## config.mk

```make
export PLATFORM = sky130hd
export DESIGN_NAME = stereo_tremolo_gain
export DESIGN_NICKNAME = d
export VERILOG_FILES = /design/src/hw/rtl/stg_pkg.sv /design/src/hw/rtl/stereo_tremolo_gain.sv /design/src/hw/rtl/stg_lfo.sv /design/src/hw/rtl/stg_gain.sv
export VERILOG_INCLUDE_DIRS = /design/src /design/src/hw/rtl
export SDC_FILE = /design/constraint.sdc
export NUM_CORES = 1
export LEC_CHECK = 0
export BUFFER_PORTS_ARGS = -buffer_cell sky130_fd_sc_hd__buf_2
export CORE_MARGIN = 2
export CORE_UTILIZATION = 35
export DETAILED_ROUTE_END_ITERATION = 6
export GPL_ROUTABILITY_DRIVEN = 0
export SLEW_MARGIN = 20
export SYNTH_ARGS = -nofsm -noshare
export SYNTH_HDL_FRONTEND = slang
export SYNTH_HIERARCHICAL = 1
export SYNTH_SLANG_ARGS = --single-unit
```

## constraint.sdc

```tcl
create_clock -name clk -period 5.6 [get_ports clk]
set_input_delay 0.84 -clock clk [delete_from_list [all_inputs] [get_ports clk]]
set_output_delay 0.84 -clock clk [all_outputs]
set_load 0.02 [all_outputs]
```

## src/hw/rtl/stereo_tremolo_gain_defines.svh

```systemverilog
// assertion macros for the tremolo gain rtl
// no dependencies; taken in by files that carry assertions
`ifndef STEREO_TREMOLO_GAIN_DEFINES_SVH
`define STEREO_TREMOLO_GAIN_DEFINES_SVH

// same-cycle implication, off during reset
`define STG_ASSERT_NOW(label, clk, rst, ante, cons) \
  label: assert property (@(posedge clk) disable iff (rst) (ante) |-> (cons)) \
    else $error("stg assertion failed");

// next-cycle implication, off during reset
`define STG_ASSERT_NEXT(label, clk, rst, ante, cons) \
  label: assert property (@(posedge clk) disable iff (rst) (ante) |=> (cons)) \
    else $error("stg assertion failed");

`endif

```

## src/hw/rtl/stg_pkg.sv

```systemverilog
// shared constants and types for the stereo tremolo gain block
// no dependencies
`default_nettype none

package stg_pkg;

  // envelope table size and derived widths
  localparam int TABLE_STEPS = 1024;
  localparam int IDX_BITS    = $clog2(TABLE_STEPS);
  localparam int FRAC_BITS   = 16;
  localparam int PHASE_BITS  = IDX_BITS + FRAC_BITS;
  localparam int STEP_BITS   = 27;
  localparam int SAMPLE_BITS = 24;
  localparam int PROD_BITS   = SAMPLE_BITS + IDX_BITS + 1;
  localparam int CFG_IDX_BITS = 3;

  // phase limits
  localparam logic [STEP_BITS:0] PHASE_TOP =
    (STEP_BITS + 1)'(TABLE_STEPS) << FRAC_BITS;
  localparam logic [PHASE_BITS-1:0] PHASE_CLAMP =
    PHASE_BITS'(TABLE_STEPS - 1) << FRAC_BITS;

  // step register reset value (unity step in Q10.16 times 1024)
  localparam logic [STEP_BITS-1:0] STEP_RESET = STEP_BITS'(67108864);

  // configuration register indexes
  typedef enum logic [CFG_IDX_BITS-1:0] {
    CFG_LEFT_RISE  = 3'd0,
    CFG_LEFT_FALL  = 3'd1,
    CFG_RIGHT_RISE = 3'd2,
    CFG_RIGHT_FALL = 3'd3,
    CFG_STEREO     = 3'd4
  } cfg_idx_t;

  // rise and fall steps of one modulator
  typedef struct packed {
    logic [STEP_BITS-1:0] rise;
    logic [STEP_BITS-1:0] fall;
  } step_pair_t;

endpackage

`default_nettype wire

```

## src/hw/rtl/stereo_tremolo_gain.sv

```systemverilog
// top level of the stereo tremolo gain block
// depends on stg_pkg, stg_lfo and stg_gain
`default_nettype none

// Triangle-envelope tremolo on a stream of signed 24-bit samples. Each input
// beat advances the left modulator, or the right one for an odd channel when
// stereo is on, and the sample is scaled by the new phase integer part over
// 1024 (floor). One beat is accepted every cycle while in_stall is low. The
// phase update and the input register load happen at the accepting edge, and
// the multiply lands in the output register when that register takes the beat
// from the input register. The phase add, compare and clamp of one modulator
// close the only loop and set the single-cycle rate. Step and stereo registers
// are to be written by the user only while idle; the block does not enforce it.
module stereo_tremolo_gain (
  input  wire logic                                  clk,
  input  wire logic                                  rst,
  input  wire logic                                  cfg_write,
  input  wire logic [stg_pkg::CFG_IDX_BITS-1:0]      cfg_index,
  input  wire logic [stg_pkg::STEP_BITS-1:0]         cfg_data,
  input  wire logic                                  in_valid,
  output logic                                       in_stall,
  input  wire logic signed [stg_pkg::SAMPLE_BITS-1:0] sample_in,
  input  wire logic                                  channel_odd,
  output logic                                       out_valid,
  input  wire logic                                  out_stall,
  output logic signed [stg_pkg::SAMPLE_BITS-1:0]     sample_out
);

  stg_pkg::step_pair_t left_steps;
  stg_pkg::step_pair_t right_steps;
  logic                stereo_enable;

  logic                                 in_accept;
  logic                                 use_right;
  logic [stg_pkg::IDX_BITS-1:0]         left_idx;
  logic [stg_pkg::IDX_BITS-1:0]         right_idx;
  logic                                 a_valid;
  logic                                 a_take;
  logic signed [stg_pkg::SAMPLE_BITS-1:0] a_sample;
  logic [stg_pkg::IDX_BITS-1:0]         a_idx;

  // configuration registers
  always_ff @(posedge clk) begin
    if (rst) begin
      left_steps    <= '{rise: stg_pkg::STEP_RESET, fall: stg_pkg::STEP_RESET};
      right_steps   <= '{rise: stg_pkg::STEP_RESET, fall: stg_pkg::STEP_RESET};
      stereo_enable <= 1'b0;
    end else if (cfg_write) begin
      unique case (stg_pkg::cfg_idx_t'(cfg_index))
        stg_pkg::CFG_LEFT_RISE:  left_steps.rise  <= cfg_data;
        stg_pkg::CFG_LEFT_FALL:  left_steps.fall  <= cfg_data;
        stg_pkg::CFG_RIGHT_RISE: right_steps.rise <= cfg_data;
        stg_pkg::CFG_RIGHT_FALL: right_steps.fall <= cfg_data;
        stg_pkg::CFG_STEREO:     stereo_enable    <= cfg_data[0];
        default: ;
      endcase
    end
  end

  // input handshake and channel routing
  assign in_stall  = a_valid && !a_take;
  assign in_accept = in_valid && !in_stall;
  assign use_right = stereo_enable && channel_odd;

  // modulators
  stg_lfo u_left_lfo (
    .clk     (clk),
    .rst     (rst),
    .advance (in_accept && !use_right),
    .steps   (left_steps),
    .idx     (left_idx)
  );

  stg_lfo u_right_lfo (
    .clk     (clk),
    .rst     (rst),
    .advance (in_accept && use_right),
    .steps   (right_steps),
    .idx     (right_idx)
  );

  // input register: sample and its gain index
  always_ff @(posedge clk) begin
    if (rst) begin
      a_valid <= 1'b0;
    end else if (!a_valid || a_take) begin
      a_valid <= in_valid;
    end
  end

  always_ff @(posedge clk) begin
    if (in_accept) begin
      a_sample <= sample_in;
      a_idx    <= use_right ? right_idx : left_idx;
    end
  end

  // multiply and output register
  stg_gain u_gain (
    .clk        (clk),
    .rst        (rst),
    .a_valid    (a_valid),
    .a_sample   (a_sample),
    .a_idx      (a_idx),
    .a_take     (a_take),
    .out_valid  (out_valid),
    .out_stall  (out_stall),
    .sample_out (sample_out)
  );

endmodule

`default_nettype wire

```

## src/hw/rtl/stg_lfo.sv

```systemverilog
// triangle phase accumulator for one tremolo modulator
// depends on stg_pkg and stereo_tremolo_gain_defines.svh
`default_nettype none
`include "stereo_tremolo_gain_defines.svh"

module stg_lfo (
  input  wire logic                          clk,
  input  wire logic                          rst,
  input  wire logic                          advance,
  input  wire stg_pkg::step_pair_t           steps,
  output logic [stg_pkg::IDX_BITS-1:0]       idx
);

  logic [stg_pkg::PHASE_BITS-1:0] phase;
  logic [stg_pkg::PHASE_BITS-1:0] phase_next;
  logic                           falling;
  logic                           falling_next;
  logic [stg_pkg::STEP_BITS:0]    rise_sum;
  logic [stg_pkg::STEP_BITS-1:0]  phase_wide;

  // next phase and direction
  always_comb begin
    phase_wide   = stg_pkg::STEP_BITS'(phase);
    rise_sum     = (stg_pkg::STEP_BITS + 1)'(phase) + (stg_pkg::STEP_BITS + 1)'(steps.rise);
    phase_next   = phase;
    falling_next = falling;
    if (!falling) begin
      if (rise_sum >= stg_pkg::PHASE_TOP) begin
        phase_next   = stg_pkg::PHASE_CLAMP;
        falling_next = 1'b1;
      end else begin
        phase_next = rise_sum[stg_pkg::PHASE_BITS-1:0];
      end
    end else begin
      if (phase_wide <= steps.fall) begin
        phase_next   = '0;
        falling_next = 1'b0;
      end else begin
        phase_next = stg_pkg::PHASE_BITS'(phase_wide - steps.fall);
      end
    end
  end

  // gain index after this beat's update
  assign idx = phase_next[stg_pkg::PHASE_BITS-1:stg_pkg::FRAC_BITS];

  // accumulator state
  always_ff @(posedge clk) begin
    if (rst) begin
      phase   <= '0;
      falling <= 1'b0;
    end else if (advance) begin
      phase   <= phase_next;
      falling <= falling_next;
    end
  end

  // checks
  `STG_ASSERT_NEXT(a_lfo_hold, clk, rst, !advance,
                   phase == $past(phase) && falling == $past(falling))
  `STG_ASSERT_NOW(a_lfo_turn_down, clk, rst, $rose(falling),
                  phase == stg_pkg::PHASE_CLAMP)
  `STG_ASSERT_NOW(a_lfo_turn_up, clk, rst, $fell(falling), phase == '0)

endmodule

`default_nettype wire

```

## src/hw/rtl/stg_gain.sv

```systemverilog
// gain multiply and output register of the tremolo block
// depends on stg_pkg
`default_nettype none

module stg_gain (
  input  wire logic                                clk,
  input  wire logic                                rst,
  input  wire logic                                a_valid,
  input  wire logic signed [stg_pkg::SAMPLE_BITS-1:0] a_sample,
  input  wire logic [stg_pkg::IDX_BITS-1:0]        a_idx,
  output logic                                     a_take,
  output logic                                     out_valid,
  input  wire logic                                out_stall,
  output logic signed [stg_pkg::SAMPLE_BITS-1:0]   sample_out
);

  logic signed [stg_pkg::PROD_BITS-1:0] prod;
  logic signed [stg_pkg::PROD_BITS-1:0] scaled;

  // signed sample times unsigned index, floor divide by table size
  always_comb begin
    prod   = stg_pkg::PROD_BITS'(a_sample) * $signed({1'b0, a_idx});
    scaled = prod >>> stg_pkg::IDX_BITS;
  end

  // output register takes a beat when empty or drained
  assign a_take = !out_valid || !out_stall;

  always_ff @(posedge clk) begin
    if (rst) begin
      out_valid <= 1'b0;
    end else if (a_take) begin
      out_valid <= a_valid;
    end
  end

  always_ff @(posedge clk) begin
    if (a_take && a_valid) begin
      sample_out <= scaled[stg_pkg::SAMPLE_BITS-1:0];
    end
  end

endmodule

`default_nettype wire

```

==> Word-level counts from Yosys, hierarchy flattened <==
Cells that the tools add are included.
W data, S select, Z words.
{ "op_classes": {"addsub": 4, "multipliers": 1, "n_div": 0, "order_cmp": 4, "eq_ne": 4, "shift": 0, "muxes": 13, "bitwise_logic": 0, "reduce_logical": 20} }
{ "op_table": {"columns": ["operator", "count"], "rows": [
  ["$mux W26", 6],
  ["$add A26 B27 Y28", 2],
  ["$ge A28 B27 Y1 const B", 2],
  ["$le A26 B27 Y1", 2],
  ["$sub A26 B26 Y26", 2],
  ["$mul A24 B11 Y34", 1],
  ["$mux W10", 1],
  ["$reduce_and A2 Y1", 5],
  ["$eq A3 B2 Y1 const B", 2],
  ["$logic_and A1 B1 Y1", 6],
  ["$logic_not A1 Y1", 6],
  ["$mux W1", 6],
  ["$eq A3 B1 Y1 const B", 1],
  ["$eq A3 B3 Y1 const B", 1],
  ["$logic_not A3 Y1", 1],
  ["$logic_or A1 B1 Y1", 2]
]} }
{ "totals": {"register_bits": 223, "latch_bits": 0, "ram_bits": 0, "rom_bits": 0, "input_bits": 60, "output_inout_bits": 26, "word_cells": 60, "memories": 0} }

==> Longest topological paths before layout <==
Gate-level depths: netlist of the first run.
{ "depth": {"word_depth": 7, "depth_mapped": 21, "ltp_nobuf": 19} }

==> Modules after synthesis <==
Netlist of the first run, hierarchy kept.
{ "by_module_without_submodules": {"columns": ["module", "n_inst", "cells_each", "area_each_um2", "seq_area_each_um2"], "rows": [
  ["stg_gain", 1, 999, 9187.6, 740.7],
  ["stereo_tremolo_gain", 1, 441, 5524.0, 3223.1],
  ["stg_lfo at u_right_lfo", 1, 557, 4182.8, 540.5],
  ["stg_lfo at u_left_lfo", 1, 561, 4116.4, 540.5]
]} }

==> Least setup slack after synthesis of the first run <==
OpenSTA, ideal clock, no wires.
{ "synth_timing": {"path_kind": "register -> register", "from": "reg a_idx[4] (netlist name)", "to": "reg u_gain/sample_out[9] (netlist name) (data pin)", "setup_time_ns": 0.258, "arrival_time_ns": 4.989, "t_required_ns": 5.342, "setup_slack_ns": 0.353, "path_stages_with_launch": 20, "n_path_buf": 2, "synth_period_minus_slack_ns": 5.247, "path_cell_list": "edfxtp_1 clkbuf_1 nand2_1 fa_1 fa_1 inv_1 fa_1 fa_1 inv_1 fa_1 inv_1 ha_1 buf_2 a21oi_1 o21ai_1 a311oi_2 nor2_1 a41oi_1 o21ai_1 xnor2_1"} }
{ "synth_via": {"elab_chain_cells": 1} }
{ "synth_rtl": {"columns": ["element", "line_no", "text"], "rows": [
  ["start, declared", "stereo_tremolo_gain.sv:40", "logic [stg_pkg::IDX_BITS-1:0] a_idx;"],
  ["start signal, assigned", "stereo_tremolo_gain.sv:94", "a_idx <= use_right ? right_idx : left_idx;"],
  ["$mul A24 B11 Y34", "stg_gain.sv:22", "prod = stg_pkg::PROD_BITS'(a_sample) * $signed({1'b0, a_idx});"],
  ["via u_gain.prod, one bit", "stg_gain.sv:17", "logic signed [stg_pkg::PROD_BITS-1:0] prod;"],
  ["end signal, assigned", "stg_gain.sv:39", "sample_out <= scaled[stg_pkg::SAMPLE_BITS-1:0];"],
  ["end, declared", "stg_gain.sv:14", "output logic signed [stg_pkg::SAMPLE_BITS-1:0] sample_out"]
]} }
The timed path passes the listed nets, and every way through them passes these cells.
A chain may end at the register's enable or synchronous reset.

==> Worst setup path in the final report of the first run <==
{ "layout_timing": {"from": "reg a_idx[6] (netlist name)", "to": "reg u_gain/sample_out[20] (netlist name) (data pin)"} }
Same word-level chain as after synthesis.

==> run metrics, run 1 <==
outcome=complete, no violations; via count=approximately 18000; Final Setup Violations=0; Yosys top cell area share=18.2%; Primary FF master, synth=dfxtp_1; Max VDD drop=0.594 mV; Synth top cells by count=inv_1 (320), fa_1 (209), nand2_1 (202); Critical Path Start Type=flop; GR Layer Usage met3=2.61%; vias in the first global route=18300; worst skew pair latency=slightly below 600 ps; class of the worst hold path=primary input to flop; most common cell in the synthesized netlist=inv_1; Critical Path RT=5920 ps; Sw Share=45.9%; total grt overflow=0; Async S/R FF share, synth=0%; first drt pass iteration count=5; Rel. slew slack=approximately 28%; multi-input logic area=between 15000 and 20000 sq um; Internal=around 8400 uW; FF+latch count, synth=223; Synth Net Count=3002; first-pass GRT wire length=95700 microns; antenna-violating nets left=0; Worst Max-Slew Pin Slew=1080 ps; final net count=3044; fin crit period=roughly 5500 ps; CTS buffer count=28; initial DRC count=1058; final core utilization=39.2%; # fillers=about 6500; initial antenna violation count=5; grt met1 use=~22%; dpl hpwl=46600 microns; Comb pwr share=72.2%; clock power share=around an eighth; Worst Setup End Kind=flop; Die Area=67800 sq um; period utilisation layout=a little under 100%; syn_area_per_cell=9.00 sq um; Syn Inst Count=2558; area delta synth->final=11.5%; Post-Syn Area=23000 sq um; Initial Util=35.2%; DR WL/cell=about 17 microns; fraction of layout cells with a size suffix above 1=12.1%; GRT Max-Usage Layer=met2; max_cap viols=0; Post-synth EDFFs=58; switching power=7090 uW; Hold Worst Slack=431 ps; Synth cell types=96; Final Slew Violations=0; M2 GR Usage=30.6%; Global Route Usage Sum=between 10% and 20%; largest net degree at the start of global routing=107; Cell Pwr Density=approximately 600 nW/um^2; Final Hold Fails=0; CTS sink cnt=223; crit-path max FO=7; CTS tree=done; Worst EP arrival=5850 ps; clk_skew=18.2 ps; largest cells by area after synthesis=fa_1 (18%), dfxtp_1 (14%), ha_1 (9.5%); worst setup path class=flop to flop; number of rows in the core area=94; port buffer count=85; sequential cell area fraction in the yosys report=between 20% and 30%; FF+latch area=5040 sq um; # DRC=0; Root Buffer=clkbuf_16; RSZ-0062 raised after global routing=true; H-tree Lvls=1; final WL=approximately 60000 microns; Clk pin slew, worst setup/hold paths=60 ps; cell taking the most area after synthesis=fa_1; Reg power frac=15.2%; Via density=just over 5; leak pwr=0.0119 uW; Die W=between 200 and 300 microns; highest clock rate=181 MHz; io pins=86; Yosys Warn Count=6; die height=~260 microns; core area=around 65000 sq um; clock buffer depth=3
## critical path, stage by stage, from the launching register on
cell and delay [ps]:
edfxtp_1 590, buf_12 180, buf_4 110, nand2_1 70, fa_1 430, fa_1 560
inv_1 60, fa_1 470, fa_1 550, inv_1 50, fa_1 520, inv_1 40
ha_1 290, buf_4 160, a21o_2 210, a211oi_1 340, o311ai_2 200, o21ai_2 160
o31ai_4 120, xor2_1 150
## metal layers
metal	wire (microns)	part of all wire, %	up-vias
li1	-	-	8655
met4	1460	2.4	8
met1	26800	45	8762
met2	29000	48	439
met3	2760	4.6	96
met5	52	0.087	-
## cell usage in the layout (no fill, tap or decap), types with 9 or more instances in the layout
cell,instances
nand2_1,201
a211oi_1,19
a21oi_2,10
nor2_1,117
inv_1,319
ha_1,163
mux2_2,12
o21a_1,30
nand2b_1,142
a21o_1,69
a221oi_1,15
xnor2_1,66
buf_4,67
nand3_1,27
buf_2,84
and3_1,10
mux2i_1,111
a31oi_1,28
o211ai_1,13
nor2b_1,12
edfxtp_1,58
a21oi_1,129
a221oi_2,11
fa_1,206
xor2_1,52
and2_1,119
dfxtp_1,165
nand4_1,23
clkbuf_16,30
a211o_1,9
nor3_1,41
o21ai_1,10
o21ai_0,58
## stage by stage
step           cells  setup TNS (ps)  setup slack, ps  power, uW  cell area (sq um)
2_1_floorplan   2558               0              353      10300              23000
3_3_place_gp    3401               0              117      12200              24200
3_5_place_dp    3401               0             11.1      12400              24200
4_1_cts         3453               0             22.3      14400              25100
5_1_grt         3487            -288            -58.2      16900              25600
6_report        3488               0             68.0      15500              25700
## timing repair
action                                  4_1_cts  5_1_grt
hold endpoints to repair                      0        0
endpoints found under the setup margin        0       11
setup buffers                                 0       31
hold buffers                                  0        0
resized for setup                             0       40
## kinds of logic after synthesis
logic type	count (synthesis)	synth area share (%)
compound gates	482	14.5
mux	123	5.42
flops	223	21.9
simple gates	760	17.4
buf+inv	468	8.65
xor+xnor	118	4.49
fa+ha+maj	384	27.7
## state kept, by name, summed over array words and instances, names as in the netlist
name	count
a_sample	24
left_steps	54
u_left_lfo/falling	1
u_left_lfo/phase	26
u_gain/out_valid	1
stereo_enable	1
right_steps	54
u_right_lfo/falling	1
u_right_lfo/phase	26
a_valid	1
u_gain/sample_out	24
a_idx	10
## path summary, 6_finish.rpt
check,startpoint,endpoint,slack (ps),cells past startpoint
worst min register to register,left_steps[15],left_steps[15],470,2
worst max-delay path,a_idx[6],u_gain/sample_out[20],70,19
worst max register to register,a_idx[6],u_gain/sample_out[20],70,19
worst min-delay path,sample_in[19],a_sample[19],430,1
## final cells by class
cell class | instances | share of cell area [%]
tap | 864 | 4.21
sequential | 223 | 19.7
timing repair buffer | 160 | 4.32
inverter | 320 | 4.68
clock buffer | 35 | 3.07
clock inverter | 17 | 0.810
multi-input combinational | 1867 | 63.2
antenna | 2 | 0.0195
## power by group through the flow
stage	logic, uW	clock network (uW)	registers, uW
6_report	11200	1950	2350
5_1_grt	12500	2060	2370
4_1_cts	10000	2000	2360
3_5_place_dp	9980	0	2390
3_3_place_gp	9820	0	2390
2_1_floorplan	7860	0	2470
Power figures use the tool's default switching activity.
==> run 2: changes to the inputs <==
--- a/config.mk
+++ b/config.mk
@@ -7,10 +7,13 @@
 export NUM_CORES = 1
 export LEC_CHECK = 0
 export BUFFER_PORTS_ARGS = -buffer_cell sky130_fd_sc_hd__buf_2
+export CELL_PAD_IN_SITES_DETAIL_PLACEMENT = 0
+export CELL_PAD_IN_SITES_GLOBAL_PLACEMENT = 1
 export CORE_MARGIN = 2
 export CORE_UTILIZATION = 35
 export DETAILED_ROUTE_END_ITERATION = 6
 export GPL_ROUTABILITY_DRIVEN = 0
+export PLACE_DENSITY_LB_ADDON = 0.1
 export SLEW_MARGIN = 20
 export SYNTH_ARGS = -nofsm -noshare
 export SYNTH_HDL_FRONTEND = slang
==> run metrics, run 2 (synthesis gave the netlist of run 1 again) <==
crit path cell chain=and2_1 > fa_1 > fa_1 > fa_1 > fa_1 > inv_1 > fa_1 > inv_1 > ha_1 > buf_4 > nand4_1 > o22ai_1 > o21ai_1 > nand3_1 > buf_4 > a311o_1 > a21oi_2 > xnor2_1; dpl ws=55.7 ps (+44.6 ps); worst skew pair latency=600 ps (about the same); largest net degree at the start of global routing=99 (-7.5%); Final Setup Violations=0 (unchanged); final core utilization=39.0% (-0.23 points); final WL=65300 microns (+8.8%); Tot Pwr=15300 uW (-0.83%); port buffer count=85 (unchanged); most common cell after layout, fill and taps aside=inv_1; Comb pwr share=72.3% (about the same); Rel. slew slack=32.3% (+4.7 points); CTS sink cnt=223 (unchanged); H-tree Lvls=1 (unchanged); CTS tree=done; outcome=complete, no violations; Critical Path Start Type=flop; max_cap viols=0 (unchanged); switching power=7090 uW (about the same); Sw Share=46.2% (+0.36 points); Global Route Usage Sum=19.3% (+1.9 points); Die Area=67800 sq um (unchanged); PnR worst setup slack=151 ps (+82.9 ps); initial DRC count=863 (-18%); CTS buffer count=29 (+3.6%); # DRC=0 (unchanged); crit-path leading delay family=adder cells; highest clock rate=184 MHz (+1.5%); antenna-violating nets left=0 (unchanged); vias in the first global route=18500 (+1.4%); Slowest-stage cell, CP=fa_1; area delta synth->final=10.8%; die height=260 microns (unchanged); period utilisation layout=97.3% (-1.5 points); Worst Setup End Kind=flop; dpl hpwl=52400 microns (+13%); first-pass GRT wire length=103000 microns (+7.8%); leading cell types in the layout, fill and taps excluded=inv_1 (319), fa_1 (208), nand2_1 (201), ha_1 (170), dfxtp_1 (165); clk_skew=17.7 ps (-0.486 ps); Regs by FF count=left_steps (54), right_steps (54); worst stage delay on the critical path=560 ps (-30 ps); area of placed instances=24300 sq um (+0.63%); Reg power frac=15.3% (about the same); via count=17700 (-1.7%); Initial Util=35.2% (unchanged); Final Slew Violations=0 (unchanged); Die W=260 microns (unchanged); number of rows in the core area=94 (unchanged); count of buffer and inverter cells on the critical path=4 (-2); Root Buffer=clkbuf_16; Final Cell Area=25500 sq um (-0.59%); fin crit period=5450 ps (-82.9 ps); core area=65400 sq um (unchanged); crit-path max FO=7 (unchanged); worst setup path class=flop to flop; clock buffer depth=3 (unchanged); Hold Worst Slack=407 ps (-24.0 ps); Clk pin slew, worst setup/hold paths=70 ps (about the same); class of the worst hold path=primary input to flop; Max VDD drop=0.466 mV (-22%); Final Hold Fails=0 (unchanged); io pins=86 (unchanged); initial antenna violation count=13 (+8); RSZ-0062 raised after global routing=true; Crit path top cell by count=fa_1; Via density=5.05 (-1.9%); total grt overflow=0 (unchanged); DR WL/cell=18.7 microns (+8.5%); leak pwr=0.0119 uW (about the same); first drt pass iteration count=5 (unchanged); Cell Pwr Density=601 nW/um^2 (-0.24%); Worst EP arrival=5790 ps (-60 ps); Worst Max-Slew Pin Slew=1020 ps (-68.6 ps); fraction of layout cells with a size suffix above 1=11.7% (-0.38 points); final net count=3051 (+0.23%); Internal=8250 uW (-1.5%); clock power share=12.3% (-0.3 points); Critical Path RT=5940 ps (+20 ps)
-- run 2: cell count changes in the layout (fill, tap and decap cells not counted), sizes merged --
cell,change
buf,+6
bufinv,-3
clkbuf,+5
clkinv,-1
clkinvlp,+2
inv,-1
-- run 2: metrics by stage --
stage / TNS [ps] / std cells
after floorplan: 0 / 2558
after global placement: 0 / 3423
after detailed placement: 0 / 3423
after CTS: 0 / 3477
after global routing: -54.8 / 3495
final: 0 / 3496
-- run 2: timing repair --
item,4_1_cts,5_1_grt
setup buffers,0,17
resized for setup,0,21
hold buffers,0,0
endpoints found under the hold margin,0,0
endpoints found under the setup margin,0,12
-- run 2: power by group through the flow --
stage	Combinational, uW	Sequential [uW]	Clock, uW
6_report	11100	2350	1890
5_1_grt	12500	2380	2020
4_1_cts	10800	2360	1950
3_5_place_dp	10700	2400	0
3_3_place_gp	10700	2400	0
2_1_floorplan	7860	2470	0
-- run 2: routing by layer --
layer / GRT usage (%) / wire length, microns
met3: 2.97 / 2480
met4: 4.86 / 1830
met1: 23.9 / 28500
met2: 35.0 / 32400
met5: 0 / 139
-- run 2: layout make-up --
| class | instances | area [sq um] |
|---|---|---|
| fillers | 6769 | 39900 |
| multi-input cells | 1867 | 16100 |
| flip-flops and latches | 223 | 5040 |
| inverters | 320 | 1200 |
| repair buffers | 166 | 1100 |
| well taps | 864 | 1080 |
| clock buffers | 40 | 858 |
| clock inverters | 14 | 108 |
| diodes | 2 | 5.00 |
-- run 2: worst paths after layout --
path	slack, ps	endpoint	from	depth (start not counted)
setup / recovery	150	u_gain/sample_out[23]	a_sample[6]	18
hold / removal	410	a_sample[3]	sample_in[3]	1
setup reg to reg	150	u_gain/sample_out[23]	a_sample[6]	18
hold reg to reg	480	right_steps[12]	right_steps[12]	2
==> run 3: changes to the inputs <==
--- a/config.mk
+++ b/config.mk
@@ -6,13 +6,15 @@
 export SDC_FILE = /design/constraint.sdc
 export NUM_CORES = 1
 export LEC_CHECK = 0
-export BUFFER_PORTS_ARGS = -buffer_cell sky130_fd_sc_hd__buf_2
+export CAP_MARGIN = 15
 export CELL_PAD_IN_SITES_DETAIL_PLACEMENT = 0
 export CELL_PAD_IN_SITES_GLOBAL_PLACEMENT = 1
 export CORE_MARGIN = 2
 export CORE_UTILIZATION = 35
 export DETAILED_ROUTE_END_ITERATION = 6
+export DONT_BUFFER_PORTS = 1
 export GPL_ROUTABILITY_DRIVEN = 0
+export HOLD_SLACK_MARGIN = 0.15
 export PLACE_DENSITY_LB_ADDON = 0.1
 export SLEW_MARGIN = 20
 export SYNTH_ARGS = -nofsm -noshare
==> run metrics, run 3 (synthesis gave the netlist of run 1 again) <==
Die W=260 microns (unchanged); CTS Hold Bufs=0 (unchanged); final WL=64600 microns (-1.0%); multi-input logic area=16100 sq um (about the same); outcome=complete, no violations; fraction of layout cells with a size suffix above 1=9.15% (-2.6 points); Regs by FF count=left_steps (54), right_steps (54); Cell Pwr Density=611 nW/um^2 (+1.7%); Worst Max-Slew Pin Slew=1050 ps (+37.7 ps); period utilisation layout=96.7% (-0.58 points); Worst Setup End Kind=flop; Global Route Usage Sum=19.1% (-0.22 points); final net count=2977 (-2.4%); # DRC=0 (unchanged); FF+latch area=5040 sq um (unchanged); antenna-violating nets left=0 (unchanged); Rel. slew slack=29.8% (-2.5 points); initial DRC count=943 (+9.3%); CTS sink cnt=223 (unchanged); Initial Util=35.2% (unchanged); Die Area=67800 sq um (unchanged); via count=17400 (-1.5%); fin crit period=5420 ps (-32.5 ps); Final Hold Fails=0 (unchanged); die height=260 microns (unchanged); initial antenna violation count=14 (+1); PnR worst setup slack=183 ps (+32.5 ps); first-pass GRT wire length=102000 microns (-1.5%); Final Setup Violations=0 (unchanged); vias in the first global route=18200 (-1.6%); Max VDD drop=0.476 mV (+2.1%); DR WL/cell=18.9 microns (+1.1%); core area=65400 sq um (unchanged); max_cap viols=0 (unchanged); first drt pass iteration count=6 (+1); Final Cell Area=25200 sq um (-1.1%); largest net degree at the start of global routing=195 (+97%); area of placed instances=23900 sq um (-1.6%); worst skew pair latency=610 ps (about the same); # fillers=6723 (-0.68%); area delta synth->final=9.65%; CTS buffer count=30 (+3.4%); crit-path max FO=7 (unchanged); H-tree Lvls=1 (unchanged); total grt overflow=0 (unchanged); Hold Worst Slack=297 ps (-110 ps); dpl hpwl=51700 microns (-1.4%); most common cell after layout, fill and taps aside=inv_1; worst setup path class=flop to flop; Worst EP arrival=5730 ps (-60 ps); highest clock rate=185 MHz (+0.60%); Critical Path RT=5920 ps (-20 ps); RSZ-0062 raised after global routing=true; port buffer count=0 (-100%); CTS tree=done; clk_skew=43.2 ps (+25.5 ps); clock buffer depth=3 (unchanged); leak pwr=0.0117 uW (-2.1%); Final Slew Violations=0 (unchanged); io pins=86 (unchanged); Via density=5.08 (+0.59%); Tot Pwr=15400 uW (+0.58%); dpl ws=-52.1 ps (-108 ps); class of the worst hold path=primary input to flop; number of rows in the core area=94 (unchanged); leading cell types in the layout, fill and taps excluded=inv_1 (320), fa_1 (208), nand2_1 (201), ha_1 (172), dfxtp_1 (165); Critical Path Start Type=flop; Clk pin slew, worst setup/hold paths=60 ps (about the same); setup TNS=0 ps (unchanged); Root Buffer=clkbuf_16
==> run 3: stage by stage <==
stage	std cells	util, %
after global routing	3421	38.6
after floorplan	2558	-
after detailed placement	3344	36.6
final	3422	38.6
after CTS	3403	38.2
after global placement	3344	36.6
==> run 3: final cells by class <==
cell class	count	area share [%]
inverter	320	4.76
timing repair buffer	91	3.00
sequential	223	20.0
antenna	1	0.00992
tap	864	4.28
multi-input combinational	1867	63.8
clock buffer	35	3.17
clock inverter	21	0.952
==> run 3: final timing paths <==
check	startpoint	to	slack [ps]	cells after the start
worst max-delay path	a_sample[15]	u_gain/sample_out[18]	180	17
worst min-delay path	rst	u_right_lfo/phase[1]	300	1
worst max register to register	a_sample[15]	u_gain/sample_out[18]	180	17
worst min register to register	left_steps[8]	left_steps[8]	470	2
==> run 3: what timing repair did <==
item | in CTS | in global routing
pin swaps | 0 | 10
buffers inserted | 3 | 18
endpoints found under the setup margin | 4 | 12
resized for setup | 1 | 26
==> run 3: worst max-delay path: stages (launching register included) <==
cell,delay (ps)
edfxtp_1,570
buf_6,170
nand2_1,70
fa_1,540
inv_1,50
fa_1,460
fa_1,530
fa_1,550
inv_1,50
fa_1,530
inv_1,50
ha_2,370
nand4_1,140
or3_4,410
a211oi_4,260
nor2_1,110
o221ai_1,190
xor2_1,90
==> run 3: power by group <==
group	internal, uW	switching [uW]	leakage, uW	total (uW)
combinational	4960	5960	0.00929	10900
sequential	2270	222	0.00189	2490
clock	1210	803	0.000504	2010
==> run 3: layer usage <==
layer	global-route usage, %	vias to the layer above	share of wire, %
met5	0	-	0.15
met3	3.18	94	4.5
li1	-	8530	-
met1	23.6	8449	43
met2	34.2	293	49
met4	5.21	16	2.8
